[src/hdl/bba_pkg.sv]
// Package for the buddy block allocator: sizes, status codes, controller states,
// datapath commands and the status struct. No dependencies.
`default_nettype none
package bba_pkg;

    localparam int MIN_ORDER_BITS = 8;
    localparam int LEVELS         = 11;
    localparam int HEADER_BYTES   = 16;

    localparam int UNITS  = 1 << LEVELS;
    localparam int IDX_W  = LEVELS;
    localparam int LINK_W = LEVELS + 1;
    localparam int ORD_W  = 4;
    localparam int REG_W  = 12;
    localparam int REQ_W  = 20;
    localparam int SIZE_W = REQ_W + 1;
    localparam int CNT_W  = 20;
    localparam int ST_W   = 2;

    localparam logic [LINK_W-1:0] NIL_LINK  = LINK_W'(UNITS);
    localparam logic [SIZE_W-1:0] MAX_BYTES = SIZE_W'(1) << (LEVELS + MIN_ORDER_BITS);

    localparam logic [ST_W-1:0] ST_OK         = 2'd0;
    localparam logic [ST_W-1:0] ST_ALLOC_FAIL = 2'd1;
    localparam logic [ST_W-1:0] ST_BAD_FREE   = 2'd2;

    typedef struct packed {
        logic [ORD_W-1:0] order;
        logic             free;
        logic             alloc;
    } t_meta;

    localparam int META_W = $bits(t_meta);

    typedef enum logic [3:0] {
        S_CLEAR, S_IDLE, S_A_CHECK, S_A_NEED, S_A_FIND, S_A_POP, S_A_SPLIT,
        S_F_CHECK, S_F_META, S_F_BUD, S_F_BUDQ, S_F_WALK, S_F_NEXT,
        S_F_UNLINK, S_F_MERGE, S_F_PUSH
    } t_state;

    typedef enum logic [4:0] {
        C_NONE, C_CLEAR, C_ACCEPT, C_A_INIT, C_A_FAIL, C_NEED, C_INC_ORD,
        C_POP_RD, C_POP, C_SPLIT, C_A_DONE, C_F_BAD, C_F_RD, C_F_META,
        C_BUD_RD, C_WALK_INIT, C_WALK, C_NEXT, C_UNLINK_RD, C_UNLINK,
        C_MERGE, C_F_DONE
    } t_cmd;

    typedef struct packed {
        logic clear_done;
        logic a_bad;
        logic need_more;
        logic ord_over;
        logic head_nil;
        logic split_more;
        logic f_oob;
        logic f_notalloc;
        logic bud_stop;
        logic bud_nomatch;
        logic walk_hit;
        logic walk_end;
    } t_stat;

    function automatic logic [REG_W-1:0] f_clamp_region(input logic [REG_W-1:0] v);
        logic [REG_W-1:0] r;
        r = v;
        if (v == '0) begin
            r = REG_W'(1);
        end else if (v > REG_W'(UNITS)) begin
            r = REG_W'(UNITS);
        end
        return r;
    endfunction

    function automatic logic [ORD_W-1:0] f_top_order(input logic [REG_W-1:0] v);
        logic [ORD_W-1:0] k;
        k = '0;
        for (int i = 0; i <= LEVELS; i++) begin
            if (v[i]) begin
                k = ORD_W'(i);
            end
        end
        return k;
    endfunction

endpackage
`default_nettype wire

[src/hdl/bba_ctrl.sv]
// Controller state machine of the buddy block allocator.
// Depends on bba_pkg.
`default_nettype none
module bba_ctrl (
    input  wire logic          i_clk,
    input  wire logic          i_rst_n,
    input  wire logic          i_start,
    input  wire logic          i_func,
    input  wire logic          i_cfg_we,
    input  wire bba_pkg::t_stat i_stat,
    output bba_pkg::t_cmd      o_cmd,
    output logic               o_busy
);
    bba_pkg::t_state r_state, n_state;

    always_ff @(posedge i_clk) begin
        if (!i_rst_n) begin
            r_state <= bba_pkg::S_CLEAR;
        end else begin
            r_state <= n_state;
        end
    end

    always_comb begin
        n_state = r_state;
        unique case (r_state)
            bba_pkg::S_CLEAR:   if (i_stat.clear_done) n_state = bba_pkg::S_IDLE;
            bba_pkg::S_IDLE: begin
                if (i_start) n_state = i_func ? bba_pkg::S_F_CHECK : bba_pkg::S_A_CHECK;
            end
            bba_pkg::S_A_CHECK: n_state = i_stat.a_bad ? bba_pkg::S_IDLE : bba_pkg::S_A_NEED;
            bba_pkg::S_A_NEED:  if (!i_stat.need_more) n_state = bba_pkg::S_A_FIND;
            bba_pkg::S_A_FIND: begin
                if (i_stat.ord_over) n_state = bba_pkg::S_IDLE;
                else if (!i_stat.head_nil) n_state = bba_pkg::S_A_POP;
            end
            bba_pkg::S_A_POP:   n_state = bba_pkg::S_A_SPLIT;
            bba_pkg::S_A_SPLIT: if (!i_stat.split_more) n_state = bba_pkg::S_IDLE;
            bba_pkg::S_F_CHECK: n_state = i_stat.f_oob ? bba_pkg::S_IDLE : bba_pkg::S_F_META;
            bba_pkg::S_F_META:  n_state = i_stat.f_notalloc ? bba_pkg::S_IDLE : bba_pkg::S_F_BUD;
            bba_pkg::S_F_BUD:   n_state = i_stat.bud_stop ? bba_pkg::S_F_PUSH : bba_pkg::S_F_BUDQ;
            bba_pkg::S_F_BUDQ:
                n_state = i_stat.bud_nomatch ? bba_pkg::S_F_PUSH : bba_pkg::S_F_WALK;
            bba_pkg::S_F_WALK: begin
                if (i_stat.walk_hit) n_state = bba_pkg::S_F_UNLINK;
                else if (i_stat.walk_end) n_state = bba_pkg::S_F_MERGE;
                else n_state = bba_pkg::S_F_NEXT;
            end
            bba_pkg::S_F_NEXT:   n_state = bba_pkg::S_F_WALK;
            bba_pkg::S_F_UNLINK: n_state = bba_pkg::S_F_MERGE;
            bba_pkg::S_F_MERGE:  n_state = bba_pkg::S_F_BUD;
            bba_pkg::S_F_PUSH:   n_state = bba_pkg::S_IDLE;
            default:             n_state = bba_pkg::S_IDLE;
        endcase
        if (i_cfg_we) n_state = bba_pkg::S_CLEAR;
    end

    always_comb begin
        o_cmd = bba_pkg::C_NONE;
        unique case (r_state)
            bba_pkg::S_CLEAR:   o_cmd = bba_pkg::C_CLEAR;
            bba_pkg::S_IDLE:    if (i_start) o_cmd = bba_pkg::C_ACCEPT;
            bba_pkg::S_A_CHECK: o_cmd = i_stat.a_bad ? bba_pkg::C_A_FAIL : bba_pkg::C_A_INIT;
            bba_pkg::S_A_NEED:  o_cmd = bba_pkg::C_NEED;
            bba_pkg::S_A_FIND: begin
                if (i_stat.ord_over) o_cmd = bba_pkg::C_A_FAIL;
                else if (i_stat.head_nil) o_cmd = bba_pkg::C_INC_ORD;
                else o_cmd = bba_pkg::C_POP_RD;
            end
            bba_pkg::S_A_POP:   o_cmd = bba_pkg::C_POP;
            bba_pkg::S_A_SPLIT:
                o_cmd = i_stat.split_more ? bba_pkg::C_SPLIT : bba_pkg::C_A_DONE;
            bba_pkg::S_F_CHECK: o_cmd = i_stat.f_oob ? bba_pkg::C_F_BAD : bba_pkg::C_F_RD;
            bba_pkg::S_F_META:
                o_cmd = i_stat.f_notalloc ? bba_pkg::C_F_BAD : bba_pkg::C_F_META;
            bba_pkg::S_F_BUD:   if (!i_stat.bud_stop) o_cmd = bba_pkg::C_BUD_RD;
            bba_pkg::S_F_BUDQ:  if (!i_stat.bud_nomatch) o_cmd = bba_pkg::C_WALK_INIT;
            bba_pkg::S_F_WALK: begin
                if (i_stat.walk_hit) o_cmd = bba_pkg::C_UNLINK_RD;
                else if (!i_stat.walk_end) o_cmd = bba_pkg::C_WALK;
            end
            bba_pkg::S_F_NEXT:   o_cmd = bba_pkg::C_NEXT;
            bba_pkg::S_F_UNLINK: o_cmd = bba_pkg::C_UNLINK;
            bba_pkg::S_F_MERGE:  o_cmd = bba_pkg::C_MERGE;
            bba_pkg::S_F_PUSH:   o_cmd = bba_pkg::C_F_DONE;
            default:             o_cmd = bba_pkg::C_NONE;
        endcase
    end

    assign o_busy = (r_state != bba_pkg::S_IDLE);

    a_accept_leaves_idle: assert property (@(posedge i_clk) disable iff (!i_rst_n)
        (r_state == bba_pkg::S_IDLE && i_start && !i_cfg_we) |=>
        (r_state == bba_pkg::S_A_CHECK || r_state == bba_pkg::S_F_CHECK))
        else $error("accepted item did not start an operation");

    a_next_after_walk: assert property (@(posedge i_clk) disable iff (!i_rst_n)
        (r_state == bba_pkg::S_F_NEXT) |-> ($past(r_state) == bba_pkg::S_F_WALK))
        else $error("list step without walk");

    a_pop_then_split: assert property (@(posedge i_clk) disable iff (!i_rst_n)
        (r_state == bba_pkg::S_A_POP && !i_cfg_we) |=> (r_state == bba_pkg::S_A_SPLIT))
        else $error("pop not followed by split");
endmodule
`default_nettype wire

[config.mk]
export PLATFORM = sky130hd
export DESIGN_NAME = bba_ctrl
export DESIGN_NICKNAME = d
export VERILOG_FILES = /design/src/hdl/bba_pkg.sv /design/src/hdl/bba_ctrl.sv
export SDC_FILE = /design/constraint.sdc
export NUM_CORES = 1
export LEC_CHECK = 0
export ABC_AREA = 1
export BUFFER_PORTS_ARGS = -buffer_cell sky130_fd_sc_hd__buf_4
export CORE_UTILIZATION = 51
export DETAILED_ROUTE_END_ITERATION = 8
export PLACE_DENSITY = 0.79
export SETUP_SLACK_MARGIN = 0.3
export SLEW_MARGIN = 20
export SYNTH_ARGS = -nofsm -noshare
export SYNTH_HDL_FRONTEND = slang
export SYNTH_SLANG_ARGS = --single-unit
[constraint.sdc]
create_clock -name i_clk -period 1.55 [get_ports i_clk]
set_input_delay 0.31 -clock i_clk [delete_from_list [all_inputs] [get_ports i_clk]]
set_output_delay 0.31 -clock i_clk [all_outputs]
set_load 0.1 [all_outputs]
==> metrics, run 1 <==
# H-tree levels 1; number of flops mapped to enable cells by yosys 0; Post-Syn Area per Cell 6.16 µm²; I/O Pins 23; CTS buffer count 3; Synth area leaders nand2_1 11%, dfxtp_1 10%, nand2_4 10%; post-synth design cell area 782 µm²; worst slack at placement -263 ps; halt point of the flow 4_1_cts; row count 13; Post-CTS Hold Fix Bufs 0; FFs w/ async S/R, synth 0%; total setup buffers inserted after CTS 14; vertical extent of the die 41.2 µm; most area-hungry cell type in the Yosys netlist nand2_1; status stopped before the end; most frequently used cell type in the post-synthesis netlist nand2_1; die boundary width 41.2 µm; most common flop cell mapped by yosys dfxtp_1; standard cell area after detailed placement 0.00120 mm²; final weighted congestion of routability-driven global placement 0.894; register bit total from synthesis 4; estimated wirelength of the detail-placed design 2070 µm; number of nets in the synthesized netlist 144; maximum clock path buffer count 2; post-synthesis cell type count 26; most frequent cells after synthesis 23 x nand2_1, 18 x inv_1, 17 x nor2_1, 7 x nand2_4; synthesized instance count 127; fraction of the yosys area taken by sequential cells 10.2%; Port Buf Inserts 22; warning count from the yosys run 0; buffer cell driving the clock tree root clkbuf_4; CTS Sinks 4; first error line in the log [ERROR DPL-0038] Utilization greater than 100%, impossible to legalize; Initial Util 57.2%; cells resized by post-CTS repair 44; share of the synthesized area in the top cell type 11.0%
## cell families after synthesis
logic type      count (synthesis)  share of synthesized area, %
compound gates                 19                          13.9
simple gates                   76                          56.6
buf+inv                        28                          19.2
flops                           4                          10.2
## metrics by stage
stage	hold slack (ps)	cells	util [%]	setup TNS, ps
2_1_floorplan	479	127	-	-3160
3_3_place_gp	498	192	87.7	-533
3_5_place_dp	527	192	87.7	-788
==> inputs of run 2 (changes only) <==
--- a/config.mk
+++ b/config.mk
@@ -7,10 +7,10 @@
 export LEC_CHECK = 0
 export ABC_AREA = 1
 export BUFFER_PORTS_ARGS = -buffer_cell sky130_fd_sc_hd__buf_4
-export CORE_UTILIZATION = 51
+export CORE_AREA = 2 2 63 65
 export DETAILED_ROUTE_END_ITERATION = 8
-export PLACE_DENSITY = 0.79
-export SETUP_SLACK_MARGIN = 0.3
+export DIE_AREA = 0 0 65 67
+export PLACE_DENSITY_LB_ADDON = 0.15
 export SLEW_MARGIN = 20
 export SYNTH_ARGS = -nofsm -noshare
 export SYNTH_HDL_FRONTEND = slang
==> run 2 against run 1 <==
  * The flow now finishes, with violations (setup timing)
  * Synthesized cell count is the same
  * Area after synthesis is the same
==> metrics, run 2 <==
fraction of the yosys area taken by sequential cells 10.2% (unchanged); number of max-slew violations in the final report 0; smallest setup slack after layout -274 ps; Finished Core Util 41.1%; Worst Path Required 1240 ps; Port Buf Inserts 22 (unchanged); highest-count cells in the layout ignoring fill and taps 51 x buf_4, 18 x nand2_1, 14 x inv_1, 13 x nor2_1, 10 x nand2_2; vertical extent of the die 67 µm (+63%); post-synth design cell area 782 µm² (unchanged); total count of hold-check failures in the final report 0; Worst R2R Setup Slack 120 ps; sum of buffers and inverters on the critical path 3; worst hold path type input pin to register; clock-pin transition on the worst setup and hold timing paths 30 ps; final worst path period share 118%; post-placement cell count 226 (+18%); maximum clock path buffer count 2 (unchanged); startpoint of the tightest hold check path i_cfg_we; total of endpoints with negative setup slack in the final report 6; leakage power 0.000727 µW; violated checks setup timing; register bit total from synthesis 4 (unchanged); CTS Sinks 4 (unchanged); end point of the worst hold path r_state[0]; largest net degree at the start of global routing 7; row count 22 (+9); Synth area leaders nand2_1 11%, dfxtp_1 10%, nand2_4 10%; type of the setup path with the least slack register to output port; total wire length 2660 µm; pwr/cell area 387 mW/mm²; most common flop cell mapped by yosys dfxtp_1; clock latency on the worst-skew pair 210 ps; synthesized instance count 127 (unchanged); timing-limited maximum frequency 548 MHz; FFs w/ async S/R, synth 0% (unchanged); vias 996; antenna violations before repair 0; Post-Syn Area per Cell 6.16 µm² (unchanged); crit-path max FO 3; Post-Route Skew 3.19 ps; largest registers ranked by flip-flop count r_state: 4 flops; Largest stage delay, worst path 350 ps; CTS buffer count 3 (unchanged); share of post-route cells with drive strength above 1 61.8%; number of fillers in the final layout 388; post-synthesis cell type count 26 (unchanged); worst setup path startpoint r_state[2]; core region area 0.00361 mm²; Top delay family on crit path simple AND/OR/NAND/NOR gates; area added between synthesis and finish 89.6%; relative slew slack 81.0%; reg-to-reg endpoint r_state[0]; commonest non-fill, non-tap cell in the layout buf_4; number of vias per cell after detailed routing 4.26; Final #Nets 205; CP Capture Type output port; number of remaining DRC errors 0; share of the synthesized area in the top cell type 11.0% (unchanged); Initial Util 21.7% (-36 points); violation count after the first detailed-route iteration 57; antenna diode instance count 0; worst voltage drop across the vdd grid 0.243 mV; most frequent cells after synthesis 23 x nand2_1, 18 x inv_1, 17 x nor2_1, 7 x nand2_4; number of flops mapped to enable cells by yosys 0 (unchanged); transition time at the pin with the least slew margin 283 ps; estimated wirelength of the detail-placed design 2180 µm (+5.5%); unrepaired setup endpoints after global routing true; buffer cell driving the clock tree root clkbuf_8; All-Layer GR Usage 13.4%; WL per Instance 11.4 µm; area of the die 0.00436 mm²; I/O Pins 23 (unchanged); arrival time at the worst endpoint 1510 ps; count of TritonRoute iterations in the first routing pass 4; Max-cap violations 0; critical path launch point type register; sum of overflow across all layers after global routing 0; status finished, violations left; warning count from the yosys run 0 (unchanged); logic depth of the worst path, buffers included 9; die boundary width 65 µm (+58%); chain of cells forming the critical path buf_6, nor2_4, nand2_2, nor2_2, inv_2, nand2_2, nor2_4, nand4_1, buf_8; Final TNS setup -1160 ps; Min Clock Period, post-route 1820 ps; most frequently used cell type in the post-synthesis netlist nand2_1; global-route wire length before repair 4440 µm; antenna violation net count after detailed routing 0; register with the most flip-flops r_state; Hold Crit Depth 4; Crit-path slowest cell dfxtp_4; number of nets in the synthesized netlist 144 (unchanged); # H-tree levels 1 (unchanged); CTS tree done; most area-hungry cell type in the Yosys netlist nand2_1; Finished Layout Cells 234; final weighted congestion of routability-driven global placement 0.860 (-3.8%); number of flip-flops in the largest register 4; launch instance of the worst register-to-register path r_state[0]; via count of the first global-routing pass 1017; cell depth of the worst flop-to-flop path 9
run 2: cell counts after synthesis:
No cell type changed its count.
run 2: repair_timing:
item	in CTS	in global routing
pin swaps	6	8
setup endpoints to repair	6	9
buffers inserted	8	4
gates resized for setup	32	18
hold buffers	0	0
run 2: logic make-up (layout without fill, tap and decap cells):
logic type,count (synthesis),after routing,synth area share (%)
compound gates,19,19,13.9
buf+inv,28,87,19.2
flops,4,4,10.2
simple gates,76,76,56.6
run 2: report_power, final:
part           total [µW]  switching [µW]  internal [µW]
logic                 247             138            109
registers             113            11.1            102
clock network         213            47.8            165
run 2: worst reg2reg max path, stage by stage (launching register included):
cell and delay [ps]:
dfxtp_4 430, nor2_4 60, buf_6 130, buf_4 130, nand3_1 110, nand3_2 130, nor2_4 130, nand2_1 60
nor2_1 90, nor2_1 50
run 2: worst max-delay path by stage:
stage                    end  slack, ps
floorplan           o_cmd[3]       -790
global placement    o_cmd[0]       -180
detailed placement  o_cmd[1]       -210
finish              o_cmd[0]       -270
global route        o_cmd[0]       -360
CTS                 o_cmd[3]       -290
run 2: area by class of cell:
type,count,area (µm²),share of cell area [%]
Clock buffer,3,41.3,2.78
Inverter,24,121,8.19
Multi-Input combinational cell,95,647,43.6
Sequential cell,4,95.1,6.41
Tap cell,48,60.1,4.05
Timing Repair Buffer,60,518,34.9
run 2: metrics by stage:
step	setup WS [ps]	hold WS (ps)	instance area, µm²	total power (µW)
floorplan	-785	479	807	249
global placement	-179	579	1260	336
detailed placement	-205	581	1260	336
CTS	-292	360	1470	578
global route	-363	370	1480	608
finish	-274	360	1480	573
run 2: metal layers:
layer	track usage, %	routed length [µm]
met1	16.3	1170
met2	23.5	1330
met4	4.26	36
met3	2.70	122
met5	0	0
Note: power is estimated with default switching activity, not from simulation.
==> inputs of run 3 (changes only) <==
--- a/config.mk
+++ b/config.mk
@@ -10,6 +10,7 @@
 export CORE_AREA = 2 2 63 65
 export DETAILED_ROUTE_END_ITERATION = 8
 export DIE_AREA = 0 0 65 67
+export GPL_TIMING_DRIVEN = 0
 export PLACE_DENSITY_LB_ADDON = 0.15
 export SLEW_MARGIN = 20
 export SYNTH_ARGS = -nofsm -noshare
==> run 3 against run 2 <==
  * The flow still finishes with violations (setup timing)
  * Clock power about the same
  * First-iteration DRC count down 54%
  * Global-route usage shrank 2.5 points
  * Maximum frequency fell by 2.4%
  * Utilization fell by 4.2 points
  * Non-clock buffer count is 14 lower
  * Critical path type unchanged
  * Clock skew hardly changed
  * Combinational power is 2% lower
==> metrics, run 3 (synthesis results as in run 2) <==
area of the die 0.00436 mm² (unchanged); relative contribution of the clock network to total power 37.0% (about the same); Port Buf Inserts 22 (unchanged); worst slack at placement -326 ps (-120 ps); core region area 0.00361 mm² (unchanged); total count of hold-check failures in the final report 0 (unchanged); violation count after the first detailed-route iteration 26 (-54%); commonest non-fill, non-tap cell in the layout buf_4; violated checks setup timing; smallest setup slack after layout -320 ps (-45.2 ps); CP Capture Type output port; I/O Pins 23 (unchanged); WL per Instance 11.1 µm (-2.5%); CTS buffer count 3 (unchanged); type of the setup path with the least slack register to output port; highest-count cells in the layout ignoring fill and taps 35 x buf_4, 19 x nand2_1, 14 x inv_1, 13 x nor2_1, 9 x nand2_2; number of vias per cell after detailed routing 4.25 (about the same); status finished, violations left; largest net degree at the start of global routing 10 (+3); Post-CTS Hold Fix Bufs 0 (unchanged); pwr/cell area 426 mW/mm² (+10%); share of total power consumed by net switching 33.4% (-1.1 points); CTS Sinks 4 (unchanged); worst hold margin 367 ps (+6.99 ps); number of max-slew violations in the final report 0 (unchanged); Crit-path slowest cell dfxtp_2; Initial Util 21.7% (unchanged); vertical extent of the die 67 µm (unchanged); largest registers ranked by flip-flop count r_state: 4 flops; clock latency on the worst-skew pair 210 ps (about the same); Worst Path Required 1240 ps (about the same); row count 22 (unchanged); relative slew slack 80.3% (-0.65 points); # H-tree levels 1 (unchanged); unrepaired setup endpoints after global routing true; critical path launch point type register; area added between synthesis and finish 70.4%; antenna violations before repair 0 (unchanged); chain of cells forming the critical path buf_6, inv_8, nor2_4, nand2_2, nor2_2, inv_2, nand2_2, nor2_4, nand4_1, buf_12; part of the power in registers 20.2% (+0.5 points); share of post-route cells with drive strength above 1 57.0% (-4.9 points); All-Layer GR Usage 10.9% (-2.5 points); register with the most flip-flops r_state; clock-pin transition on the worst setup and hold timing paths 30 ps (about the same); Final #Nets 191 (-6.8%); Min Clock Period, post-route 1870 ps (+45.2 ps); leakage power 0.000657 µW (-9.6%); Max-cap violations 0 (unchanged); sum of overflow across all layers after global routing 0 (unchanged); antenna violation net count after detailed routing 0 (unchanged); Finished Core Util 37.0% (-4.2 points); vias 936 (-6.0%); worst hold path type input pin to register; arrival time at the worst endpoint 1560 ps (+50 ps); Post-Route Skew 3.46 ps (+0.274 ps); crit-path max FO 5 (+2); number of flip-flops in the largest register 4 (unchanged); CTS tree done; final worst path period share 121% (+2.9 points); antenna diode instance count 0 (unchanged); power dissipated by switching net loads 189 µW (-4.1%); count of TritonRoute iterations in the first routing pass 4 (unchanged); final weighted congestion of routability-driven global placement 0.799 (-7.1%); number of remaining DRC errors 0 (unchanged); internal power summed over all cells 378 µW (+0.62%); worst voltage drop across the vdd grid 0.221 mV (-9.1%); die boundary width 65 µm (unchanged); estimated wirelength of the detail-placed design 1830 µm (-16%); total wire length 2440 µm (-8.3%); total of endpoints with negative setup slack in the final report 6 (unchanged); maximum clock path buffer count 2 (unchanged); via count of the first global-routing pass 808 (-21%); buffer cell driving the clock tree root clkbuf_8; combinational cell fraction of total power 42.8% (-0.3 points); global-route wire length before repair 3710 µm (-17%); transition time at the pin with the least slew margin 293 ps (+10.6 ps); Largest stage delay, worst path 310 ps (-40 ps); timing-limited maximum frequency 535 MHz (-2.4%)
run 3: cell types whose count changed in the layout (fill, tap and decap cells not counted), moves of 2 or more:
cell     before  now
o21ai_1       5    3
dfxtp_4       4    1
dfxtp_2       0    3
o21ai_0       2    4
buf_4        51   35
buf_6         4    6
run 3: metrics by stage:
step / total power [µW] / TNS (ps) / cells / cell area [µm²]
floorplan: 249 / -3160 / 127 / 807
global placement: 310 / -797 / 197 / 1030
detailed placement: 310 / -746 / 197 / 1030
CTS: 557 / -1280 / 212 / 1220
global route: 602 / -1910 / 220 / 1330
finish: 567 / -1420 / 220 / 1330
run 3: power groups by stage:
stage	Sequential (µW)	Clock (µW)	Combinational [µW]
after floorplan	109	0	139
after global placement	109	0	200
after detailed placement	109	0	201
after CTS	108	216	233
after global routing	115	228	259
final	114	210	243
run 3: worst paths after layout:
check | from | cells past startpoint | end | slack, ps
worst max-delay path | r_state[3] | 10 | o_cmd[0] | -320
worst max register to register | r_state[3] | 11 | r_state[2] | 90
worst min register to register | r_state[0] | 2 | r_state[0] | 610
worst min-delay path | i_cfg_we | 4 | r_state[0] | 370
run 3: worst max-delay path: cells and delay by family, from the launching register on:
kind | cells | cell delay (ps)
simple gates | 6 | 620
buf+inv | 4 | 420
flops | 1 | 310
run 3: cell type report:
type | count | area [µm²]
fill | 400 | 2270
clock buffer | 3 | 41.3
inverter | 24 | 114
buffer | 3 | 33.8
tap | 48 | 60.1
multi-input combinational | 95 | 619
sequential | 4 | 87.6
timing repair buffer | 43 | 377
run 3: repair_timing:
item / CTS / global route
gates resized for setup: 16 / 21
buffers inserted: 12 / 8
pin swaps: 8 / 9
cloned: 0 / 1
setup endpoints to repair: 6 / 6
run 3: layer usage:
metal / track usage, % / up-vias / share of wire [%]
li1: - / 491 / -
met1: 15.6 / 429 / 48
met2: 17.7 / 16 / 49
met3: 1.69 / 0 / 2.3
met4: 0.798 / 0 / 0
met5: 0 / - / 0
==> inputs of run 4 (changes only) <==
--- a/config.mk
+++ b/config.mk
@@ -7,9 +7,9 @@
 export LEC_CHECK = 0
 export ABC_AREA = 1
 export BUFFER_PORTS_ARGS = -buffer_cell sky130_fd_sc_hd__buf_4
-export CORE_AREA = 2 2 63 65
+export CORE_AREA = 8 8 69 71
 export DETAILED_ROUTE_END_ITERATION = 8
-export DIE_AREA = 0 0 65 67
+export DIE_AREA = 0 0 77 79
 export GPL_TIMING_DRIVEN = 0
 export PLACE_DENSITY_LB_ADDON = 0.15
 export SLEW_MARGIN = 20
==> run 4 against run 3 <==
  * The run still ends with setup timing left
  * Worst setup slack worse by 25 ps
  * Final cell count down 0.45%
  * Sequential power down 5%
  * Maximum frequency down 1.3%
  * Non-clock buffer count down 3
  * Count of clock-buffer cells in the layout unchanged
  * Sequential share of layout area down 0.16 points
  * Largest power group unchanged
  * Highest routed layer unchanged
==> metrics, run 4 (synthesis results as in run 2) <==
worst hold path type input pin to register; via count of the first global-routing pass 918 (+14%); buffer cell driving the clock tree root clkbuf_8; I/O Pins 23 (unchanged); type of the setup path with the least slack register to output port; register with the most flip-flops r_state; relative slew slack 81.3% (+0.92 points); antenna violations before repair 0 (unchanged); critical path launch point type register; Min Clock Period, post-route 1890 ps (+24.7 ps); Largest stage delay, worst path 330 ps (+20 ps); violated checks setup timing; Finished Core Util 34.9% (-2.0 points); worst slack at placement -303 ps (+22.8 ps); number of flip-flops in the largest register 4 (unchanged); M1 WL 1190 µm (+1.4%); Final #Nets 188 (-1.6%); Post-Route Skew 2.61 ps (-0.858 ps); Initial Util 20.6% (-1.1 points); final weighted congestion of routability-driven global placement 0.781 (-2.3%); worst voltage drop across the vdd grid 0.212 mV (-3.8%); number of vias per cell after detailed routing 4.27 (+0.35%); leakage power 0.000641 µW (-2.5%); antenna violation net count after detailed routing 0 (unchanged); antenna diode instance count 0 (unchanged); Port Buf Inserts 22 (unchanged); CTS Sinks 4 (unchanged); vertical extent of the die 79 µm (+18%); CTS tree done; met2 wire len 1290 µm (+7.2%); commonest non-fill, non-tap cell in the layout buf_4; die boundary width 77 µm (+18%); most prevalent standard cell on the critical path buf_8; status finished, violations left; Crit-path slowest cell dfxtp_4; area added between synthesis and finish 69.6%; largest registers ranked by flip-flop count r_state: 4 flops; core region area 0.00380 mm² (+5.3%); WL per Instance 11.8 µm (+6.1%); uppermost layer routed met3; violation count after the first detailed-route iteration 45 (+73%); vias 935 (-0.11%); highest-count cells in the layout ignoring fill and taps 29 x buf_4, 21 x nand2_1, 15 x inv_1, 13 x nor2_1; chain of cells forming the critical path buf_8, nor2_4, nand3b_1, or2_0, nand4_1, buf_8; unrepaired setup endpoints after global routing true; total count of hold-check failures in the final report 0 (unchanged); clock latency on the worst-skew pair 210 ps (about the same); transition time at the pin with the least slew margin 280 ps (-13.6 ps); share of post-route cells with drive strength above 1 53.3% (-3.7 points); largest net degree at the start of global routing 10 (unchanged); global-route wire length before repair 4020 µm (+8.6%); row count 23 (+4.5%); count of TritonRoute iterations in the first routing pass 4 (unchanged); pwr/cell area 428 mW/mm² (+0.45%); met3 layer wire length in the routed design 90 µm (+58%); # H-tree levels 1 (unchanged); final worst path period share 122% (+1.6 points); area of the die 0.00608 mm² (+40%); CTS buffer count 3 (unchanged); total wire length 2580 µm (+5.6%); number of max-slew violations in the final report 0 (unchanged); crit-path max FO 7 (+2); CP Capture Type output port; sum of overflow across all layers after global routing 0 (unchanged); estimated wirelength of the detail-placed design 1990 µm (+9.1%); Worst Path Required 1240 ps (about the same); arrival time at the worst endpoint 1580 ps (+20 ps); clock-pin transition on the worst setup and hold timing paths 30 ps (about the same); smallest setup slack after layout -344 ps (-24.7 ps); total of endpoints with negative setup slack in the final report 5 (-1); number of remaining DRC errors 0 (unchanged); All-Layer GR Usage 7.93% (-2.9 points); Max-cap violations 0 (unchanged); timing-limited maximum frequency 528 MHz (-1.3%); maximum clock path buffer count 2 (unchanged)
## run 4: repair_timing
item,CTS,global route
hold buffers,0,0
buffers inserted,12,8
setup endpoints to repair,6,8
resized for setup,19,13
cloned,0,2
pin swaps,7,13
## run 4: layout make-up
| type | count | area [µm²] |
|---|---|---|
| clock buffer | 3 | 41.3 |
| timing repair buffer | 39 | 359 |
| multi-input combinational | 95 | 607 |
| tap | 50 | 62.6 |
| inverter | 24 | 119 |
| buffer | 4 | 52.6 |
| sequential | 4 | 85.1 |
| fill | 424 | 2470 |
## run 4: worst max-delay path, delay by kind of cell (launching register included)
kind	cells	cell delay, ps
buffers and inverters	2	350
AND/OR/NAND/NOR	4	690
flip-flops	1	330
## run 4: routing by layer
metal / up-vias / GRT usage, %
li1: 489 / -
met1: 429 / 9.96
met2: 17 / 13.0
met3: 0 / 2.48
met4: 0 / 1.70
met5: - / 0
## run 4: final timing paths
path	from	cells after the start	endpoint	slack (ps)
worst max-delay path	r_state[0]	6	o_cmd[0]	-340
worst min-delay path	i_cfg_we	4	r_state[0]	370
worst max register to register	r_state[0]	9	r_state[2]	110
worst min register to register	r_state[1]	3	r_state[1]	650
## run 4: through the flow
| step | hold WS, ps | std cells | setup TNS, ps | cell area (µm²) | total power [µW] |
|---|---|---|---|---|---|
| after floorplan | 479 | 127 | -3160 | 807 | 249 |
| after global placement | 583 | 199 | -829 | 1030 | 311 |
| after detailed placement | 588 | 199 | -766 | 1030 | 311 |
| after CTS | 366 | 214 | -1980 | 1230 | 554 |
| after global routing | 401 | 219 | -1930 | 1330 | 604 |
| final | 366 | 219 | -1370 | 1330 | 567 |
## run 4: power by group
group,total [µW],switching (µW),internal (µW)
combinational,250,144,106
clock,209,44.5,165
sequential,108,2.03,106
